## config.mk

```make
export PLATFORM = sky130hd
export DESIGN_NAME = sgm_ctrl
export DESIGN_NICKNAME = d
export VERILOG_FILES = /design/src/design/sgm_pkg.sv /design/src/design/sgm_ctrl.sv
export SDC_FILE = /design/constraint.sdc
export NUM_CORES = 1
export LEC_CHECK = 0
export ABC_AREA = 1
export ABC_CLOCK_PERIOD_IN_PS = 1300
export BUFFER_PORTS_ARGS = -buffer_cell sky130_fd_sc_hd__buf_2
export CAP_MARGIN = 40
export CORE_AREA = 2 2 39 41
export DETAILED_ROUTE_END_ITERATION = 10
export DIE_AREA = 0 0 41 43
export PLACE_DENSITY = 0.54
export SKIP_LAST_GASP = 1
export SLEW_MARGIN = 10
export SYNTH_ARGS = -nofsm -noshare
export SYNTH_HDL_FRONTEND = slang
export SYNTH_SLANG_ARGS = --single-unit
export TNS_END_PERCENT = 1
```

## constraint.sdc

```tcl
create_clock -name aclk -period 1.3 [get_ports aclk]
set_input_delay 0 -clock aclk [delete_from_list [all_inputs] [get_ports aclk]]
set_output_delay 0 -clock aclk [all_outputs]
set_load 0.1 [all_outputs]
```

## src/design/sgm_pkg.sv

```systemverilog
`default_nettype none
package sgm_pkg;

    localparam int PIX_W   = 8;
    localparam int CFG_W   = 10;
    localparam int IDX_W   = 2;
    localparam int MAG_W   = 11;
    localparam int POS_W   = 9;
    localparam int GRAD_W  = 11;
    localparam int SQ_W    = 21;
    localparam int ROOT_W  = 23;
    localparam int ROOT_IT = 12;
    localparam int MIN_SIZE = 3;

    localparam logic [CFG_W-1:0] SIZE_RST = 10'd512;

    localparam logic [IDX_W-1:0] REG_WIDTH  = 2'd0;
    localparam logic [IDX_W-1:0] REG_HEIGHT = 2'd1;

    typedef struct packed {
        logic take;
        logic update;
        logic grad;
        logic square;
        logic root_start;
        logic out_load;
    } cmd_t;

    typedef struct packed {
        logic interior;
        logic root_done;
        logic out_free;
    } sts_t;

endpackage
`default_nettype wire

```

## src/design/sgm_ctrl.sv

```systemverilog
`default_nettype none
module sgm_ctrl (
    input  wire logic          aclk,
    input  wire logic          aresetn,
    input  wire logic          s_valid,
    output logic               s_ready,
    input  wire sgm_pkg::sts_t sts,
    output sgm_pkg::cmd_t      cmd
);
    import sgm_pkg::*;

    localparam logic [2:0] ST_IDLE = 3'd0;
    localparam logic [2:0] ST_UPD  = 3'd1;
    localparam logic [2:0] ST_GRAD = 3'd2;
    localparam logic [2:0] ST_SQR  = 3'd3;
    localparam logic [2:0] ST_SUM  = 3'd4;
    localparam logic [2:0] ST_ROOT = 3'd5;
    localparam logic [2:0] ST_OUT  = 3'd6;

    logic [2:0] state_reg, state_next;

    always_comb begin
        state_next = state_reg;
        cmd        = '0;
        s_ready    = 1'b0;
        unique case (state_reg)
            ST_IDLE: begin
                s_ready  = 1'b1;
                cmd.take = s_valid;
                if (s_valid) begin
                    state_next = ST_UPD;
                end
            end
            ST_UPD: begin
                cmd.update = 1'b1;
                state_next = sts.interior ? ST_GRAD : ST_IDLE;
            end
            ST_GRAD: begin
                cmd.grad   = 1'b1;
                state_next = ST_SQR;
            end
            ST_SQR: begin
                cmd.square = 1'b1;
                state_next = ST_SUM;
            end
            ST_SUM: begin
                cmd.root_start = 1'b1;
                state_next     = ST_ROOT;
            end
            ST_ROOT: begin
                if (sts.root_done) begin
                    state_next = ST_OUT;
                end
            end
            ST_OUT: begin
                if (sts.out_free) begin
                    cmd.out_load = 1'b1;
                    state_next   = ST_IDLE;
                end
            end
            default: begin
                state_next = ST_IDLE;
            end
        endcase
    end

    always_ff @(posedge aclk) begin
        if (!aresetn) begin
            state_reg <= ST_IDLE;
        end else begin
            state_reg <= state_next;
        end
    end
endmodule
`default_nettype wire
```

### After elaboration in Yosys (flattened, before gate mapping)

Cells that the tools add are included.

* flip-flop bits (word level): 3
* input bits: 6
* output and inout bits: 7
* logic and storage cells: 25

* eq/ne operators: 9
* multiplexer cells: 13
* reduce and logical (&&, ||, !) cells: 2

Operators by type and width (number)
* one-hot mux 3 bit (7 select lines): 1
* == test 3 bit (second input constant): 3
* two-way mux 3 bit: 3
* two-way mux 1 bit: 8
* == test 3 x 2 -> 1 bit (second input constant): 2
* inequality test 2 bit (second input constant): 3
* == test 3 x 1 -> 1 bit (second input constant): 1
* zero test 3 bit: 1
* AND reduction 3 bit: 1
* two-way mux 2 bit: 1

### Logic depth before layout (Yosys ltp)

Gate-level depths: netlist of the first run.

* depth after elaboration: 3
* gate-level depth with buffers: 8
* depth with buffers taken out: 7

### Worst setup path after synthesis of the first run

No wires, ideal clock.

* path type: register to output
* start point: reg state_reg[1]
* end point: out cmd[5] (netlist name)
* arrival time: 2.637 ns
* required time: 1.300 ns
* setup slack: -1.337 ns
* cell stages (with the launch flop): 5
* path buffers: 1
* path through: dfxtp_1 buf_6 nor2_2 inv_1 nor3_1

RTL lines
* start: declaration: RTL line sgm_ctrl.sv:20 `logic [2:0] state_reg, state_next;`
* start signal: assignment: RTL line sgm_ctrl.sv:71 `state_reg <= state_next;`
* end: declaration: RTL line sgm_ctrl.sv:8 `output sgm_pkg::cmd_t cmd`

==> flow_metrics.tcl, run 1 <==
set metrics [dict create \
    status "complete, no violations" \
    stdcell_count 78 \
    synth_area_um2 287 \
    tightest_slew_ps 229 \
    largest_register_ffs 3 \
    clockBufferDepth 2 \
    clock-sinks 3 \
    yosys-top-cells-area "dfxtp_1 21%, inv_1 9.2%, nor2_1 9.2%, buf_6 7.9%, nand2_1 7.9%" \
    vias_per_cell 3.88 \
    antenna_found_initial 0 \
    rows 14 \
    drive_gt1_share_pct 54.8 \
    post-route-period-util_pct 93.5 \
    grtUsageTotal_pct 8.43 \
    cts_buffers 3 \
    maxCapViolCount 0 \
    r2r_cells 7 \
    final_nets 69 \
    die_area_um2 1760 \
    die_h_um 43 \
    synth_top_area_share_pct 21.0 \
    core-area_um2 1380 \
    grt_pass1_wl_um 972 \
    fillers 159 \
    htree_levels 1 \
    clk_pin_slew_worst_paths_ps 40 \
    irDropWorstVdd_uv 556 \
    clkLatencyLatePin_ps 230 \
    grt_pass1_vias 279 \
    p_per_area_nw_per_um2 1440 \
    arrival_ps 1220 \
    grt_max_degree 9 \
    rsz0062_at_grt "no" \
    required_ps 1300 \
    static-leakage-power_nw 0.264 \
    worstPathMaxFanout 8 \
    root_buffer "clkbuf_4" \
    hold_ws_ps 131 \
    post-route-min-period_ps 1220 \
    layout_common_cells "7 x inv_1, 7 x buf_12, 6 x nand2_1" \
    final-max-slew-violation-count 0 \
    dp_cells 73 \
    fin_skew_ps 1.96 \
    hold_violations 0 \
    num_antenna_cells 0 \
    yosysSeqAreaShare_pct 21.0 \
    initial_utilization_pct 20.7 \
    synth-warning-count 0 \
    cts_tree "done" \
    ys_seq_elements 3 \
    ioPinCount 13 \
    hp-class "in2reg" \
    routabilityCongestion 0.702 \
    area_growth_pct 83.0 \
    setup_viol 0 \
    grt_overflow_total 0 \
    syn_nets 52 \
    wl_per_cell_um 7.37 \
    die_w_um 41 \
    synth_area_leader_cell "dfxtp_1" \
    tns_ps 0 \
    end_kind "primary output" \
    drcViolationCount 0 \
    ant_nets 0 \
    drt_iter0_drc 0 \
    critical_path_class "reg2out" \
    synth_cells 46 \
    portBuffers 12 \
    synth.avg_cell_area_um2 6.23 \
    startpoint_type "register" \
    yosys.cell_types.count 18 \
    holdPathStages 5 \
    routed_wl_um 575 \
    postLayoutCoreUtil_pct 37.9 \
    max_slew_margin_pct 84.7 \
    fmax_ghz 0.822 \
    hpwlAfterDp_um 479 \
    via_count 303 \
    dr.pass1.iters 1 \
]
[metal layers]
metal | track usage, % | up-vias | share of wire (%)
li1 | - | 171 | -
met1 | 8.65 | 122 | 44
met2 | 12.2 | 10 | 49
met3 | 1.57 | 0 | 6.6
met4 | 10.0 | 0 | 0
met5 | 0 | - | 0
[kinds of logic (layout without fill, tap and decap cells)]
| logic type | after synthesis | in the layout | share of synthesized area (%) |
|---|---|---|---|
| DFF | 3 | 3 | 21.0 |
| and+or+nand+nor | 25 | 25 | 45.8 |
| AOI/OAI and AO/OA | 6 | 6 | 11.4 |
| buffers and inverters | 12 | 28 | 21.8 |
[layout make-up]
type                            instances  area [um2]  area share (%)
Timing Repair Buffer                   14         183            34.8
Tap cell                               16        20.0            3.82
Multi-Input combinational cell         31         193            36.8
Sequential cell                         3        62.6            11.9
Inverter                               10        40.0            7.64
Clock buffer                            4        26.3            5.01
[path summary, 6_finish.rpt]
check	start	end	slack [ps]
max reg2reg	state_reg[0]	state_reg[1]	280
min reg2reg	state_reg[1]	state_reg[1]	610
min	sts[2]	state_reg[1]	130
max	state_reg[1]	cmd[5]	80
[power breakdown]
group	switching [W]	total [W]	internal, W
registers	0.0000284	0.000135	0.000106
logic	0.000302	0.000460	0.000158
clock network	0.0000471	0.000162	0.000115
total	0.000378	0.000757	0.000379
[per-stage QoR]
step / setup WS [ps] / total power (W) / instance area [um2]
floorplan: -366 / 0.000459 / 315
global placement: 172 / 0.000594 / 485
detailed placement: 159 / 0.000596 / 485
CTS: 2.43 / 0.000773 / 523
global route: 35.5 / 0.000799 / 524
finish: 83.9 / 0.000757 / 524
[timing repair]
action	4_1_cts	5_1_grt
hold buffers	1	0
setup endpoints to repair	1	2
buffers inserted	0	0
resized for setup	1	1
endpoints found under the hold margin	3	0
[cells in the mapped netlist]
| library cell | instances |
|---|---|
| nand2_1 | 6 |
| o21ai_0 | 2 |
| nand3_2 | 2 |
| nand3_1 | 1 |
| clkinv_1 | 1 |
| nor2_4 | 1 |
| dfxtp_1 | 3 |
| buf_6 | 2 |
| a21oi_1 | 1 |
| inv_1 | 7 |
| nand2_2 | 3 |
| nor3_1 | 3 |
| inv_2 | 1 |
| inv_4 | 1 |
| o21bai_1 | 1 |
| nor2_1 | 7 |
| o21ai_1 | 2 |
| nor2_2 | 2 |
[worst max-delay path: stages, from the launching register on]
cell and delay, ps:
dfxtp_2 370, nor2_2 150, inv_1 110, nor3_4 160
buf_12 200
No activity file was read; power rests on OpenSTA's default activity.
==> run 2, diff against run 1 <==
Settings changed: PLACE_DENSITY 0.54 to 0.48.
==> run 2 against run 1 <==
- clock-buffer cell count unchanged
- largest cell class unchanged
- hold slack better by 17 ps
- sequential share of layout area fell by 0.21 points
- clock skew down 1.1 ps
- wire length up 1.7%
==> flow_metrics.tcl, run 2 (synthesis gave the netlist of run 1 again) <==
set metrics [dict create \
    status "complete, no violations" \
    maxCapViolCount 0 \
    ioPinCount 13 \
    clk_pin_slew_worst_paths_ps 40 \
    routabilityCongestion 0.793 \
    p_per_area_nw_per_um2 1450 \
    grt_busiest_layer "met2" \
    clockBufferDepth 2 \
    ant_nets 0 \
    p_int_w 0.000379 \
    root_buffer "clkbuf_4" \
    grt_pass1_wl_um 855 \
    clock-sinks 3 \
    worstPathCellList "buf_4 -> nor3_2 -> buf_12" \
    portBuffers 12 \
    path_delay_family "buffers and inverters" \
    cts_tree "done" \
    net-switching-power_w 0.000378 \
    dr.pass1.iters 2 \
    worstPathMaxFanout 6 \
    hold_violations 0 \
    global_route.usage.met2_pct 9.69 \
    crit_slowest_cell "dfxtp_1" \
    drt_iter0_drc 8 \
    post-route-period-util_pct 93.3 \
    die_w_um 41 \
    die_h_um 43 \
    final-max-slew-violation-count 0 \
    layout_setup_ws_ps 86.7 \
    antenna_found_initial 0 \
    layout_common_cells "7 x inv_1, 7 x buf_12, 6 x nand2_1" \
    fin_skew_ps 0.863 \
    post-cts-setup-buffers 0 \
    routed_wl_um 585 \
    pwr-share-clk_pct 21.2 \
    path_buf_inv 2 \
    largest_register_ffs 3 \
    core-area_um2 1380 \
    wl_per_cell_um 7.50 \
    globalRouteMet3Util_pct 3.14 \
    area_growth_pct 82.5 \
    grt_max_degree 9 \
    end_kind "primary output" \
    startpoint_type "register" \
    hpwlAfterDp_um 482 \
    swShare_pct 49.9 \
    static-leakage-power_nw 0.263 \
    grt_pass1_vias 238 \
    use_met1_pct 8.63 \
    critical_path_class "reg2out" \
    p_seq_share_pct 17.6 \
    max_slew_margin_pct 84.6 \
    rows 14 \
    final_nets 69 \
    rsz0062_at_grt "no" \
    grt_overflow_total 0 \
    grtUsageTotal_pct 7.62 \
    setup_viol 0 \
    die_area_um2 1760 \
    initial_utilization_pct 20.7 \
    irDropWorstVdd_uv 576 \
    arrival_ps 1210 \
    fmax_ghz 0.824 \
    post-route-min-period_ps 1210 \
    tightest_slew_ps 231 \
    vias_per_cell 3.90 \
    cpPeakStageDelay_ps 340 \
    drive_gt1_share_pct 53.2 \
    via_count 304 \
    drcViolationCount 0 \
    hp-class "in2reg" \
    p_total_w 0.000756 \
    num_antenna_cells 0 \
    clkLatencyLatePin_ps 230 \
    p_comb_share_pct 61.2 \
    dp_slack_ps 167 \
    required_ps 1300 \
    htree_levels 1 \
    cts_buffers 3 \
    hold_ws_ps 148 \
]
run 2: changes by cell type in the layout (fill, tap and decap cells not counted):
cell	previous run	this run
dfxtp_1	1	2
dfxtp_2	2	1
run 2: final cells by class:
class	count	area [um2]
Fill cell	142	861
Multi-Input combinational cell	31	193
Timing Repair Buffer	14	183
Sequential cell	3	61.3
Inverter	10	40.0
Clock buffer	4	26.3
Tap cell	16	20.0
run 2: path summary, 6_finish.rpt:
path                       end  cells after the start  slack [ps]    startpoint
setup / recovery        cmd[4]                      3          90  state_reg[2]
hold / removal    state_reg[1]                      5         150        sts[2]
setup reg to reg  state_reg[1]                      7         240  state_reg[0]
hold reg to reg   state_reg[1]                      4         620  state_reg[1]
run 2: routing by layer:
layer | vias up | wire (um)
met3 | 0 | 36
li1 | 173 | -
met2 | 9 | 264
met1 | 122 | 283
met5 | - | 0
met4 | 0 | 0
run 2: timing repair:
item                                    in CTS  in global routing
endpoints found under the setup margin       0                  4
hold buffers                                 1                  0
resized for setup                            0                  1
endpoints found under the hold margin        1                  0
run 2: power by group through the flow:
| stage | clock network, W | registers (W) | logic (W) |
|---|---|---|---|
| global route | 0.000178 | 0.000134 | 0.000486 |
| global placement | 0 | 0.000132 | 0.000462 |
| CTS | 0.000170 | 0.000131 | 0.000466 |
| finish | 0.000161 | 0.000133 | 0.000463 |
| detailed placement | 0 | 0.000133 | 0.000463 |
| floorplan | 0 | 0.000115 | 0.000343 |
run 2: per-stage QoR:
stage                     TNS [ps]  utilization (%)  instance area, um2  instances
after global routing             0             37.8                 523         78
after detailed placement         0             35.1                 485         73
final                            0             37.8                 523         78
after CTS                        0             37.7                 522         78
after global placement           0             35.1                 485         73
after floorplan              -1100                -                 315         46
run 2: tightest hold or removal path, stage by stage:
cell and delay (ps):
buf_2 80, o21ai_1 50, o21ai_1 70, nor2_1 50
nor2_1 90
==> run 3, diff against run 2 <==
Settings changed: ABC_CLOCK_PERIOD_IN_PS 1300 to 1150.
Clock period 1.3 ns to 1.15 ns, I/O delays scaled along.
==> run 3 against run 2 <==
- setup slack got worse by 83 ps
- combinational power rose by 23%
- clock skew barely moved
- clock-buffer cell count unchanged
- power rose by 19%
- flip-flop and latch count unchanged
==> flow_metrics.tcl, run 3 (synthesis gave the netlist of run 1 again) <==
set metrics [dict create \
    via_count 330 \
    grt_pass1_wl_mm 1.06 \
    post-route-period-util_pct 99.7 \
    cts_tree "done" \
    grt_max_degree 9 \
    cp-endpoint "cmd[5]" \
    die_w_um 41 \
    irDropWorstVdd_uv 537 \
    drcViolationCount 0 \
    post-route-min-period_ps 1150 \
    clkLatencyLatePin_ps 230 \
    layout_common_cells "7 x buf_12, 6 x inv_1, 6 x nand2_1" \
    critical_path_class "reg2out" \
    hpwlAfterDp_um 544 \
    static-leakage-power_nw 0.283 \
    worstReg2RegEnd "state_reg[1]" \
    fillers 164 \
    final-max-slew-violation-count 0 \
    maxCapViolCount 0 \
    ioPinCount 13 \
    p_int_w 0.000459 \
    fin_skew_ps 0.441 \
    hold_violations 0 \
    rsz0062_at_grt "yes" \
    arrival_ps 1150 \
    clk_pin_slew_worst_paths_ps 30 \
    portBuffers 12 \
    ant_nets 0 \
    dp_slack_ps 0.225 \
    setup_viol 0 \
    wl_met3_um 44 \
    fmax_ghz 0.872 \
    hold_ws_ps 135 \
    die_area_um2 1760 \
    final_nets 73 \
    required_ps 1150 \
    layout_setup_ws_ps 3.80 \
    grt_pass1_vias 273 \
    root_buffer "clkbuf_4" \
    cts_buffers 3 \
    wl_met2_um 304 \
    end_kind "primary output" \
    antenna_found_initial 0 \
    r2r_cells 8 \
    area_growth_pct 102 \
    initial_utilization_pct 20.7 \
    tightest_slew_ps 171 \
    rows 14 \
    largest_register_ffs 3 \
    core-area_um2 1380 \
    p_per_area_nw_per_um2 1560 \
    wl_per_cell_um 7.99 \
    clockBufferDepth 2 \
    p_seq_share_pct 16.9 \
    startpoint "state_reg[2]" \
    drive_gt1_share_pct 62.1 \
    met1_length_um 281 \
    htree_levels 1 \
    p_comb_share_pct 63.3 \
    startpoint_type "register" \
    routed_wl_um 655 \
    max_slew_margin_pct 88.5 \
    clock-sinks 3 \
    mostFrequentLayoutCell "buf_12" \
    dpl_cell_area_um2 520 \
    pwr-share-clk_pct 19.8 \
    dr.pass1.iters 2 \
    tns_ps 0 \
    net-switching-power_w 0.000444 \
    swShare_pct 49.1 \
    hp-class "in2reg" \
    num_antenna_cells 0 \
    drt_iter0_drc 2 \
    reg2reg_slack_ps 60 \
    die_h_um 43 \
    grt_overflow_total 0 \
    top_layer "met4" \
    worstPathMaxFanout 6 \
    reg2reg_from "state_reg[1]" \
    vias_per_cell 4.02 \
    finalInstanceArea_um2 578 \
    status "complete, no violations" \
    grtUsageTotal_pct 9.72 \
    routabilityCongestion 0.732 \
]
## run 3: changes by cell type in the layout (fill, tap and decap cells not counted), sizes merged
cell,delta
buf,+4
## run 3: what timing repair did
item	CTS	global route
setup endpoints to repair	9	6
hold buffers	1	0
endpoints found under the hold margin	3	0
pin swaps	2	0
resized for setup	6	1
buffers inserted	2	0
## run 3: per-layer routing
layer  vias to the layer above  global-route usage (%)
li1                        180                       -
met1                       135                    11.2
met2                        11                    10.9
met3                         4                    3.14
met4                         0                    14.0
met5                         -                       0
## run 3: power groups by stage
stage	sequential (W)	combinational [W]	clock [W]
after floorplan	0.000132	0.000397	0
after global placement	0.000149	0.000552	0
after detailed placement	0.000149	0.000554	0
after CTS	0.000152	0.000576	0.000191
after global routing	0.000156	0.000598	0.000206
final	0.000153	0.000571	0.000178
## run 3: layout make-up
class	count	area, um2	share of cell area [%]
clock buffers	4	26.3	4.55
repair buffers	18	213	36.8
multi-input cells	31	213	36.8
inverters	10	40.0	6.93
well taps	16	20.0	3.46
flip-flops and latches	3	66.3	11.5
## run 3: metrics by stage
step / power, W / util, % / std cells
global route: 0.000959 / 41.8 / 82
floorplan: 0.000529 / - / 46
finish: 0.000902 / 41.8 / 82
detailed placement: 0.000703 / 37.6 / 76
CTS: 0.000919 / 41.6 / 82
global placement: 0.000701 / 37.6 / 76
## run 3: how the worst min path moves through the flow
stage	from	cells past startpoint	slack, ps	end
2_1_floorplan	aresetn	2	100	state_reg[0]
3_3_place_gp	aresetn	3	220	state_reg[0]
3_5_place_dp	aresetn	3	220	state_reg[0]
4_1_cts	sts[2]	5	120	state_reg[1]
5_1_grt	sts[2]	5	160	state_reg[1]
6_report	sts[2]	5	140	state_reg[1]
## run 3: worst max-delay path: stages, from the launching register on
cell	delay (ps)
dfxtp_2	330
buf_4	170
nor3_4	210
buf_12	200
